`src/design/hfrp_pkg.sv`:
```
// ----------------------------------------------------------------------------
// hfrp_pkg
// Shared constants and types for the H.264 FU-A RTP packetizer.
// ----------------------------------------------------------------------------
package hfrp_pkg;

	localparam int unsigned LENGTH_WIDTH_DEF = 16;

	localparam int unsigned MAXP_W = 12;
	localparam int unsigned TSTEP_W = 24;
	localparam int unsigned CFG_W = 24;
	localparam int unsigned TS_W = 32;
	localparam int unsigned ULEN_W = 16;

	// register map
	typedef enum logic [0:0] {
		REG_MAX_PAYLOAD    = 1'b0,
		REG_TIMESTAMP_STEP = 1'b1
	} reg_index_t;

	localparam logic [MAXP_W-1:0]  MAXP_RESET  = 12'd1400;
	localparam logic [TSTEP_W-1:0] TSTEP_RESET = 24'(90000 / 30);
	localparam logic [MAXP_W-1:0]  MAXP_FLOOR  = 12'd2;

	// FU-A header fields (RFC 6184)
	localparam logic [7:0] NRI_MASK   = 8'h60;
	localparam logic [7:0] TYPE_MASK  = 8'h1f;
	localparam logic [7:0] FU_A_TYPE  = 8'd28;
	localparam logic [7:0] FU_S_BIT   = 8'h80;
	localparam logic [7:0] FU_E_BIT   = 8'h40;

	// results one input byte can cause: indicator, header, body byte
	localparam int unsigned MAX_RES = 3;
	localparam int unsigned RCNT_W = 2;

	typedef struct packed {
		logic [7:0] data;
		logic       last;
	} result_t;

endpackage

```
`src/design/h264_fua_rtp_packetizer.sv`:
```
// ----------------------------------------------------------------------------
// h264_fua_rtp_packetizer
// Packs one NAL unit, one byte per transfer, into RTP payloads: single NAL
// unit packets up to max_payload, FU-A fragments beyond that.
// ----------------------------------------------------------------------------
//
//  channel | direction | handshake             | payload
//  --------+-----------+-----------------------+-------------------------------------
//  nal     | in        | nal_valid / nal_stall | data_byte, unit_start, unit_length
//  pkt     | out       | pkt_valid / pkt_stall | payload_byte, packet_end,
//          |           |                       | packet_timestamp
//  cfg     | in        | cfg_we                | cfg_index, cfg_data
//
//  - Each NAL byte goes through the state logic into a three-slot result
//    buffer; bytes run back to back while the pkt side keeps up.
//  - A byte that opens a fragment yields three results (indicator, header,
//    body byte), so the nal side stalls there while the result buffer
//    drains, at one transfer per cycle while pkt_stall is low.
//  - nal_stall is high while more than one result is pending, or one is
//    pending and pkt_stall holds it.
//  - arst_n clears the unit state, the timestamp, the buffer count and loads
//    the register reset values (max_payload 1400, timestamp_step 3000).
//
module h264_fua_rtp_packetizer #(
	parameter int unsigned LENGTH_WIDTH = hfrp_pkg::LENGTH_WIDTH_DEF
) (
	input  logic                        clk,
	input  logic                        arst_n,

	input  logic                        cfg_we,
	input  hfrp_pkg::reg_index_t        cfg_index,
	input  logic [hfrp_pkg::CFG_W-1:0]  cfg_data,

	input  logic                        nal_valid,
	output logic                        nal_stall,
	input  logic [7:0]                  data_byte,
	input  logic                        unit_start,
	input  logic [hfrp_pkg::ULEN_W-1:0] unit_length,

	output logic                        pkt_valid,
	input  logic                        pkt_stall,
	output logic [7:0]                  payload_byte,
	output logic                        packet_end,
	output logic [hfrp_pkg::TS_W-1:0]   packet_timestamp
);
	import hfrp_pkg::*;

	localparam int unsigned LW = LENGTH_WIDTH;

	// configuration
	logic [MAXP_W-1:0]  max_payload_q;
	logic [TSTEP_W-1:0] timestamp_step_q;

	// unit state
	logic               fragmenting_q;
	logic [7:0]         unit_header_q;
	logic [LW-1:0]      bytes_left_q;
	logic [MAXP_W-1:0]  fragment_fill_q;
	logic               first_fragment_q;
	logic [TS_W-1:0]    timestamp_q;

	// result buffer; slot 0 is the one on the pkt port
	result_t            res_s1 [MAX_RES];
	logic [RCNT_W-1:0]  res_cnt_s1;
	logic [TS_W-1:0]    res_ts_s1;

	logic nal_xfer, pkt_xfer;

	always_ff @(posedge clk or negedge arst_n) begin
		if (!arst_n) begin
			max_payload_q    <= MAXP_RESET;
			timestamp_step_q <= TSTEP_RESET;
		end else if (cfg_we) begin
			unique case (cfg_index)
				REG_MAX_PAYLOAD:    max_payload_q    <= cfg_data[MAXP_W-1:0];
				REG_TIMESTAMP_STEP: timestamp_step_q <= cfg_data[TSTEP_W-1:0];
				default: ;
			endcase
		end
	end

	// ---------------------------------------------------------------- next state
	logic [MAXP_W-1:0] mp;
	logic [LW-1:0]     mp_ext;
	logic [31:0]       len_wide;
	logic [LW-1:0]     len_in;
	logic [LW-1:0]     bl_dec;
	logic [MAXP_W-1:0] fill_inc;
	logic              frag_end;
	logic [7:0]        fu_hdr;

	logic              fragmenting_d;
	logic [7:0]        unit_header_d;
	logic [LW-1:0]     bytes_left_d;
	logic [MAXP_W-1:0] fragment_fill_d;
	logic              first_fragment_d;
	logic [TS_W-1:0]   timestamp_d;
	result_t           res_d [MAX_RES];
	logic [RCNT_W-1:0] res_cnt_d;

	always_comb begin
		mp       = (max_payload_q < MAXP_FLOOR) ? MAXP_FLOOR : max_payload_q;
		mp_ext   = LW'(mp);
		len_wide = 32'(unit_length);
		len_in   = len_wide[LW-1:0];
		if (len_in == '0)
			len_in = LW'(1);
		bl_dec   = bytes_left_q - LW'(1);
		fill_inc = fragment_fill_q + MAXP_W'(1);
		frag_end = (fill_inc >= mp) || (bl_dec == '0) ||
			(first_fragment_q && bl_dec == LW'(1));

		fu_hdr = unit_header_q & TYPE_MASK;
		if (first_fragment_q)
			fu_hdr = fu_hdr | FU_S_BIT;
		else if (bytes_left_q <= mp_ext)
			fu_hdr = fu_hdr | FU_E_BIT;

		fragmenting_d    = fragmenting_q;
		unit_header_d    = unit_header_q;
		bytes_left_d     = bytes_left_q;
		fragment_fill_d  = fragment_fill_q;
		first_fragment_d = first_fragment_q;
		timestamp_d      = timestamp_q;
		res_cnt_d        = '0;
		for (int i = 0; i < MAX_RES; i++)
			res_d[i] = '{data: data_byte, last: 1'b0};

		if (unit_start) begin
			bytes_left_d = len_in - LW'(1);
			if (len_in <= mp_ext) begin
				// fits: single NAL unit packet
				fragmenting_d = 1'b0;
				res_d[0]      = '{data: data_byte, last: (len_in == LW'(1))};
				res_cnt_d     = RCNT_W'(1);
			end else begin
				// header byte is held back for the FU indicator/header
				fragmenting_d    = 1'b1;
				unit_header_d    = data_byte;
				fragment_fill_d  = '0;
				first_fragment_d = 1'b1;
			end
		end else if (fragmenting_q) begin
			bytes_left_d    = bl_dec;
			fragment_fill_d = frag_end ? '0 : fill_inc;
			if (frag_end)
				first_fragment_d = 1'b0;
			if (bl_dec == '0) begin
				fragmenting_d = 1'b0;
				timestamp_d   = timestamp_q + TS_W'(timestamp_step_q);
			end
			if (fragment_fill_q == '0) begin
				res_d[0]  = '{data: (unit_header_q & NRI_MASK) | FU_A_TYPE, last: 1'b0};
				res_d[1]  = '{data: fu_hdr, last: 1'b0};
				res_d[2]  = '{data: data_byte, last: frag_end};
				res_cnt_d = RCNT_W'(3);
			end else begin
				res_d[0]  = '{data: data_byte, last: frag_end};
				res_cnt_d = RCNT_W'(1);
			end
		end else if (bytes_left_q != '0) begin
			bytes_left_d = bl_dec;
			res_d[0]     = '{data: data_byte, last: (bl_dec == '0)};
			res_cnt_d    = RCNT_W'(1);
		end
		// stray byte with no open unit: no result
	end

	// ---------------------------------------------------------------- handshake
	assign pkt_valid = (res_cnt_s1 != '0);
	assign pkt_xfer  = pkt_valid && !pkt_stall;
	assign nal_stall = !((res_cnt_s1 == '0) || (res_cnt_s1 == RCNT_W'(1) && pkt_xfer));
	assign nal_xfer  = nal_valid && !nal_stall;

	always_ff @(posedge clk or negedge arst_n) begin
		if (!arst_n) begin
			fragmenting_q    <= 1'b0;
			unit_header_q    <= '0;
			bytes_left_q     <= '0;
			fragment_fill_q  <= '0;
			first_fragment_q <= 1'b0;
			timestamp_q      <= '0;
		end else if (nal_xfer) begin
			fragmenting_q    <= fragmenting_d;
			unit_header_q    <= unit_header_d;
			bytes_left_q     <= bytes_left_d;
			fragment_fill_q  <= fragment_fill_d;
			first_fragment_q <= first_fragment_d;
			timestamp_q      <= timestamp_d;
		end
	end

	// result buffer count
	always_ff @(posedge clk or negedge arst_n) begin
		if (!arst_n)
			res_cnt_s1 <= '0;
		else if (nal_xfer)
			res_cnt_s1 <= res_cnt_d;
		else if (pkt_xfer)
			res_cnt_s1 <= res_cnt_s1 - RCNT_W'(1);
	end

	// result buffer payload; all results of one byte share its timestamp
	always_ff @(posedge clk) begin
		if (nal_xfer) begin
			res_s1    <= res_d;
			res_ts_s1 <= timestamp_q;
		end else if (pkt_xfer) begin
			for (int i = 0; i < MAX_RES - 1; i++)
				res_s1[i] <= res_s1[i+1];
		end
	end

	assign payload_byte     = res_s1[0].data;
	assign packet_end       = res_s1[0].last;
	assign packet_timestamp = res_ts_s1;

	// ---------------------------------------------------------------- checks
	a_cnt_range: assert property (@(posedge clk) disable iff (!arst_n)
		res_cnt_s1 <= RCNT_W'(MAX_RES))
		else $error("result count out of range");

	a_stall_busy: assert property (@(posedge clk) disable iff (!arst_n)
		nal_stall |-> (res_cnt_s1 != '0))
		else $error("nal stalled with empty result buffer");

	a_frag_left: assert property (@(posedge clk) disable iff (!arst_n)
		fragmenting_q |-> (bytes_left_q != '0))
		else $error("fragmenting with no bytes left");

	a_ts_move: assert property (@(posedge clk) disable iff (!arst_n)
		!$stable(timestamp_q) |-> $past(nal_xfer))
		else $error("timestamp moved without a nal transfer");

endmodule
```
`config.mk`:
```
export PLATFORM = sky130hd
export DESIGN_NAME = h264_fua_rtp_packetizer
export DESIGN_NICKNAME = d
export VERILOG_FILES = /design/src/design/hfrp_pkg.sv /design/src/design/h264_fua_rtp_packetizer.sv
export SDC_FILE = /design/constraint.sdc
export NUM_CORES = 1
export LEC_CHECK = 0
export BUFFER_PORTS_ARGS = -buffer_cell sky130_fd_sc_hd__buf_4
export CAP_MARGIN = 20
export CORE_MARGIN = 5
export CORE_UTILIZATION = 47
export DETAILED_ROUTE_END_ITERATION = 10
export GPL_ROUTABILITY_DRIVEN = 0
export PLACE_DENSITY = 0.62
export SKIP_CTS_REPAIR_TIMING = 1
export SYNTH_ARGS = -nofsm -noshare
export SYNTH_HDL_FRONTEND = slang
export SYNTH_SLANG_ARGS = --single-unit
```
`constraint.sdc`:
```
create_clock -name clk -period 7.1 [get_ports clk]
set_input_delay 0.71 -clock clk [delete_from_list [all_inputs] [get_ports clk]]
set_output_delay 0.71 -clock clk [all_outputs]
set_load 0.05 [all_outputs]
```
==> impl_metrics.json, run 1 <==
{
  "clk_pin_slew_ns": 0.07,
  "synth.area.top_cells": "dfrtp_1 24%, edfxtp_1 18%, ha_1 8.8%, mux2_2 3.8%, o21ai_0 3.6%",
  "finalSetupViolations": 0,
  "hold_violations": 0,
  "mostFrequentLayoutCells": "107 x buf_4, 94 x dfrtp_1, 85 x nand2_1",
  "synth_cell_types": 73,
  "p_leak_nw": 4.90,
  "fillers": 1843,
  "cp-startpoint": "unit_length[2]",
  "grt_busiest_layer": "met2",
  "fin_nets": 1174,
  "slew_headroom": 0.367,
  "maxCapViolCount": 0,
  "netlist_area_um2": 9780,
  "grt_util_met3": 0.0372,
  "rsz0062_at_grt": "false",
  "outcome": "finished clean",
  "insertion_delay_ns": 0.43,
  "clockBufferDepth": 2,
  "grt-ovfl-total": 0,
  "netlist.area_leader.share": 0.241,
  "viasPerCell": 5.75,
  "synth_top_family_by_area": "compound AO/OA/AOI/OAI gates",
  "synthMuxAreaShare": 0.0442,
  "synthAdderAreaFrac": 0.0904,
  "skew_ns": 0.0108,
  "pin_count": 98,
  "path_cells": "buf_4 > or4_1 > nor3_1 > nand3_1 > nor2_1 > nor2_1 > ha_1 > nand4_1 > or3_1 > o21ai_0 > o21ai_0 > o21ai_1 > mux2_2",
  "area_growth_syn_to_layout_pct": 15.5,
  "seq_area_frac_synth": 0.457,
  "worst-path-stages": 13,
  "synth-edff-count": 59,
  "initial_core_util": 0.480,
  "clockRootBuffer": "clkbuf_16",
  "period_share": 0.558,
  "avgSynthCellArea_um2": 10.0,
  "async_reset_ff_frac": 0.645,
  "coreArea_um2": 20400,
  "final_area_um2": 11300,
  "netlist_instances": 975,
  "htreeDepth": 4,
  "track_usage": 0.201,
  "crit_type": "primary input to register",
  "setup_tns_ns": 0,
  "rows": 52,
  "startpoint_type": "primary input",
  "cp_max_fo": 9,
  "reg2reg_depth": 9,
  "die_w_um": 154,
  "multi_input_area_um2": 4860,
  "numCtsBuffers": 17,
  "die_h_um": 154,
  "rr_startpoint": "bytes_left_q[0]",
  "critPathArrivalTime_ns": 4.27,
  "grt_max_degree": 73,
  "seqCellArea_um2": 4470,
  "synth_top_area_cell": "dfrtp_1",
  "synth_compound_area_frac": 0.172,
  "r2r_setup_slack_ns": 3.48,
  "crit_required_ns": 7.41,
  "synth_xor_xnor_area_share": 0.0340,
  "yosys.area_share.simple": 0.157,
  "power_density_nw_per_um2": 344,
  "max-vdd-ir-drop_uv": 174,
  "hold_path_class": "primary input to asynchronous set/reset pin",
  "diodes": 0,
  "critical_path.top_delay_family": "simple AND/OR/NAND/NOR gates",
  "drtPass1Iterations": 4,
  "final_common_cell": "buf_4",
  "cp-endpoint": "unit_header_q[5]",
  "wire_per_inst_um": 17.8,
  "yosysWarnings": 0,
  "end_kind": "register",
  "worstMarginPinSlew_ns": 0.939,
  "met2_usage": 0.315,
  "antenna_found_initial": 0,
  "drc": 0,
  "synth_ff_type": "dfrtp_1",
  "vias": 7659,
  "grt_pass1_wl_um": 38900,
  "cts_tree": "done",
  "max_freq_ghz": 0.252,
  "ant_nets": 0,
  "drt_first_iter_violations": 437,
  "r2r-end": "packet_end",
  "yosys_register_bits": 166,
  "clock_sink_count": 166,
  "cp.buffers_inverters": 1,
  "cp_slowest_cell": "o21ai_1",
  "layout-drive-gt1-share": 0.196,
  "routed_wl_um": 23700,
  "die_area_um2": 23800,
  "layout_min_cycle_time_ns": 3.97,
  "place_area_um2": 10700,
  "slew_violations": 0,
  "post-dp-hpwl_um": 17200,
  "grt_pass1_vias": 7404,
  "port_buffers": 97,
  "syn_nets": 1100,
  "max_stage_delay_ns": 0.72,
  "grt_util_met1": 0.291
}
-- worst min-delay path by stage --
stage,end,slack [ns]
floorplan,bytes_left_q[0],0.41
global placement,timestamp_q[31],0.45
detailed placement,timestamp_q[31],0.46
CTS,bytes_left_q[3],0.25
global route,bytes_left_q[8],0.27
finish,bytes_left_q[8],0.24
-- cell usage after synthesis, types with 11 or more instances --
cell type,count
edfxtp_1,59
xor2_1,19
nor3_1,24
or3_1,11
dfrtp_1,94
xnor2_1,19
nand4_1,18
mux2_2,33
nand2_1,85
o22ai_1,11
nor4_1,13
nor2_1,58
dfstp_2,13
o21ai_0,70
ha_1,69
a31oi_1,15
a21o_1,20
inv_1,55
o31ai_1,11
a21oi_1,45
nand3_1,29
clkbuf_1,39
-- metrics by stage --
step                      power, W  hold slack, ns  setup WS, ns  cells  utilization
final                      0.00388           0.238          3.13   1332        0.555
after global routing       0.00413           0.269          2.90   1332        0.555
after CTS                  0.00389           0.253          3.18   1331        0.554
after detailed placement   0.00292           0.464          2.73   1299        0.524
after global placement     0.00290           0.454          2.80   1299        0.524
after floorplan            0.00253           0.414          3.40    975            -
-- report_power, final --
| part | internal, W | total (W) | switching [W] |
|---|---|---|---|
| clock network | 0.000559 | 0.000958 | 0.000399 |
| registers | 0.00126 | 0.00145 | 0.000190 |
| logic | 0.000549 | 0.00148 | 0.000927 |
| total | 0.00237 | 0.00388 | 0.00152 |
-- state kept, by name, summed over array words and instances (netlist names), 2 cells and up --
| register | count |
|---|---|
| timestamp_q | 32 |
| payload_byte | 8 |
| max_payload_q | 12 |
| unit_header_q | 7 |
| res_s1 | 18 |
| bytes_left_q | 16 |
| fragment_fill_q | 12 |
| res_cnt_s1 | 2 |
| packet_timestamp | 32 |
| timestamp_step_q | 24 |
-- cell type report --
type	instances	share of cell area
Multi-Input combinational cell	700	0.431
Sequential cell	166	0.395
Timing Repair Buffer	108	0.0724
Clock buffer	19	0.0383
Tap cell	270	0.0299
Inverter	56	0.0186
Clock inverter	13	0.0150
-- worst register-to-register path, cell delays in order, from the launching register on --
cell      delay (ns)
dfrtp_1         0.47
inv_1           0.17
ha_1            0.40
nor3b_1         0.44
xnor2_1         0.17
o211ai_1        0.16
a211oi_1        0.33
nand4b_1        0.56
a2111o_1        0.58
a31oi_1         0.17
-- metal layers --
| metal | share of wire | vias to the layer above | routed length, µm |
|---|---|---|---|
| met5 | 0 | - | 0 |
| met4 | 0.013 | 0 | 310 |
| met3 | 0.045 | 26 | 1060 |
| met2 | 0.46 | 173 | 10800 |
| met1 | 0.49 | 3710 | 11500 |
| li1 | - | 3750 | - |
-- cells by family after synthesis --
group                    count (synthesis)
multiplexers                            39
AND/OR/NAND/NOR                        302
buffers and inverters                  109
XOR/XNOR                                38
flip-flops                             166
adder cells (fa/ha/maj)                 70
AO/OA/AOI/OAI                          251
Note: power is estimated with default switching activity, not from simulation.
==> inputs of run 2 (changes only) <==
--- a/config.mk
+++ b/config.mk
@@ -5,13 +5,14 @@
 export SDC_FILE = /design/constraint.sdc
 export NUM_CORES = 1
 export LEC_CHECK = 0
+export ABC_AREA = 1
 export BUFFER_PORTS_ARGS = -buffer_cell sky130_fd_sc_hd__buf_4
 export CAP_MARGIN = 20
 export CORE_MARGIN = 5
 export CORE_UTILIZATION = 47
 export DETAILED_ROUTE_END_ITERATION = 10
 export GPL_ROUTABILITY_DRIVEN = 0
-export PLACE_DENSITY = 0.62
+export PLACE_DENSITY = 0.64
 export SKIP_CTS_REPAIR_TIMING = 1
 export SYNTH_ARGS = -nofsm -noshare
 export SYNTH_HDL_FRONTEND = slang
==> constraint.sdc (replaced) <==
create_clock -name clk -period 3.5 [get_ports clk]
set_input_delay 0.35 -clock clk [delete_from_list [all_inputs] [get_ports clk]]
set_output_delay 0.35 -clock clk [all_outputs]
set_load 0.05 [all_outputs]
==> impl_metrics.json, run 2 <==
{
  "cts_tree": "done",
  "place_area_um2": 11000,
  "path_cells": "inv_1 > nand4_1 > nor4_1 > nor2_1 > ha_1 > o21ai_0 > a21boi_0 > o21ai_0 > a21oi_1 > nor2_1 > nand3_1 > nor2_1 > buf_4 > nand2_1 > nand2_1",
  "syn_nets": 1364,
  "worstMarginPinSlew_ns": 0.838,
  "synth_cell_types": 48,
  "synth.area.top_cells": "dfrtp_1 23%, edfxtp_1 18%, nand2_1 12%, ha_1 8.6%, o21ai_0 5.2%",
  "port_buffers": 97,
  "yosysWarnings": 0,
  "post-dp-hpwl_um": 19000,
  "finalSetupViolations": 0,
  "cp_common_cell": "nor2_1",
  "cp_max_fo": 12,
  "crit_required_ns": 3.86,
  "synth_commonest_cells": "317 x nand2_1, 133 x inv_1, 122 x nor2_1",
  "netlist_instances": 1239,
  "pwr-share-comb": 0.356,
  "reg2reg_depth": 15,
  "vias": 8368,
  "hold_path_class": "primary input to asynchronous set/reset pin",
  "yosys_register_bits": 166,
  "seqCellArea_um2": 4470,
  "maxCapViolCount": 0,
  "synth-edff-count": 59,
  "slew_violations": 0,
  "grt_util_met3": 0.0333,
  "viasPerCell": 5.20,
  "p_sw_frac": 0.389,
  "max-vdd-ir-drop_uv": 319,
  "coreArea_um2": 21000,
  "die_w_um": 156,
  "synth_xor_xnor_area_share": 0.0340,
  "critPathArrivalTime_ns": 3.39,
  "synthAdderAreaFrac": 0.0880,
  "violations": "hold timing",
  "clock_sink_count": 166,
  "synth_compound_area_frac": 0.110,
  "crit_type": "register to register",
  "cp-startpoint": "max_payload_q[10]",
  "routed_wl_um": 25000,
  "initial_core_util": 0.477,
  "area_growth_syn_to_layout_pct": 15.5,
  "rows": 53,
  "ant_nets": 0,
  "synth_top_area_cell": "dfrtp_1",
  "synth_ff_type": "dfrtp_1",
  "layout-drive-gt1-share": 0.128,
  "grt_busiest_layer": "met2",
  "r2r_setup_slack_ns": 0.47,
  "max_freq_ghz": 0.330,
  "outcome": "finished, violations left",
  "synth_most_common_cell": "nand2_1",
  "rsz0062_at_grt": "false",
  "hold_violations": 5,
  "met2_usage": 0.334,
  "final_common_cell": "nand2_1",
  "cp_slowest_cell": "nor4_1",
  "hold_slack_ns": -0.00943,
  "p_leak_nw": 5.49,
  "layout_min_cycle_time_ns": 3.03,
  "fillers": 1957,
  "grt_util_met1": 0.298,
  "die_area_um2": 24400,
  "clkPwrFrac": 0.267,
  "r2r-end": "fragment_fill_q[4]",
  "slew_headroom": 0.442,
  "async_reset_ff_frac": 0.645,
  "skew_ns": 0.0143,
  "clockRootBuffer": "clkbuf_16",
  "power_density_nw_per_um2": 650,
  "netlist_area_um2": 10000,
  "track_usage": 0.209,
  "drt_first_iter_violations": 501,
  "antenna_found_initial": 0,
  "netlist.area_leader.share": 0.234,
  "htreeDepth": 4,
  "numCtsBuffers": 17,
  "mostFrequentLayoutCells": "317 x nand2_1, 132 x inv_1, 122 x nor2_1",
  "synthMuxAreaShare": 0.0135,
  "period_share": 0.865,
  "grt-ovfl-total": 0,
  "insertion_delay_ns": 0.43,
  "drtPass1Iterations": 5,
  "diodes": 0,
  "grt_pass1_vias": 8039,
  "cp-endpoint": "fragment_fill_q[4]",
  "seq_area_frac_synth": 0.445,
  "rr_startpoint": "max_payload_q[10]",
  "wire_per_inst_um": 15.5,
  "pin_count": 98,
  "end_kind": "register",
  "final_area_um2": 11600,
  "p_int_w": 0.00460,
  "fin_nets": 1447,
  "multi_input_area_um2": 4850,
  "startpoint_type": "register",
  "max_stage_delay_ns": 0.44,
  "clk_pin_slew_ns": 0.07,
  "power_frac_seq": 0.377,
  "avgSynthCellArea_um2": 8.10,
  "yosys.area_share.simple": 0.237,
  "grt_pass1_wl_um": 40600,
  "drc": 0,
  "setup_tns_ns": 0,
  "clockBufferDepth": 2,
  "p_sw_w": 0.00293,
  "synth_top_family_by_area": "simple AND/OR/NAND/NOR gates",
  "die_h_um": 156,
  "grt_max_degree": 64
}
[run 2: area by class of cell]
| type | instances | area share |
|---|---|---|
| clock buffer | 18 | 0.0370 |
| clock inverter | 14 | 0.0174 |
| tap | 275 | 0.0297 |
| sequential | 166 | 0.385 |
| inverter | 135 | 0.0437 |
| multi-input combinational | 898 | 0.418 |
| timing repair buffer | 104 | 0.0690 |
[run 2: how the worst min path moves through the flow]
stage	slack, ns	start	endpoint	depth (start not counted)
after global routing	0.06	arst_n	bytes_left_q[6]	1
after CTS	0.04	arst_n	bytes_left_q[14]	1
after detailed placement	0.46	unit_header_q[2]	unit_header_q[2]	2
final	-0.009	arst_n	bytes_left_q[6]	1
after floorplan	0.05	arst_n	bytes_left_q[0]	0
after global placement	0.46	unit_header_q[6]	unit_header_q[6]	2
[run 2: critical path: cells and delay by family, from the launching register on]
| family | cells | cell delay, ns |
|---|---|---|
| AOI/OAI and AO/OA | 4 | 0.60 |
| adders and majority gates | 1 | 0.33 |
| buffers and inverters | 2 | 0.33 |
| DFF | 1 | 0.37 |
| and+or+nand+nor | 8 | 1.33 |
[run 2: cell families (layout without fill, tap and decap cells)]
family / count (synthesis) / in the layout
flops: 166 / 166
xor+xnor: 39 / 39
simple gates: 568 / 568
mux: 12 / 12
compound gates: 209 / 209
buf+inv: 175 / 271
fa+ha+maj: 70 / 70
[run 2: per-stage QoR]
stage / cells / total power [W] / setup slack [ns] / utilization / hold WS, ns
2_1_floorplan: 1239 / 0.00479 / 0.596 / - / 0.0544
3_3_place_gp: 1577 / 0.00551 / 0.561 / 0.521 / 0.459
3_5_place_dp: 1577 / 0.00555 / 0.491 / 0.521 / 0.460
4_1_cts: 1609 / 0.00757 / 0.466 / 0.551 / 0.0447
5_1_grt: 1610 / 0.00804 / 0.0476 / 0.552 / 0.0603
6_report: 1610 / 0.00754 / 0.471 / 0.552 / -0.00943
[run 2: power by group through the flow]
stage | Clock (W) | Sequential (W) | Combinational (W)
final | 0.00201 | 0.00284 | 0.00268
after global routing | 0.00213 | 0.00289 | 0.00302
after CTS | 0.00204 | 0.00284 | 0.00269
after detailed placement | 0 | 0.00287 | 0.00267
after global placement | 0 | 0.00287 | 0.00264
after floorplan | 0 | 0.00300 | 0.00179
[run 2: per-layer routing]
metal / vias up / routed length [µm]
met1: 3877 / 11900
met3: 30 / 1120
met2: 196 / 11600
met4: 0 / 383
met5: - / 0
li1: 4265 / -
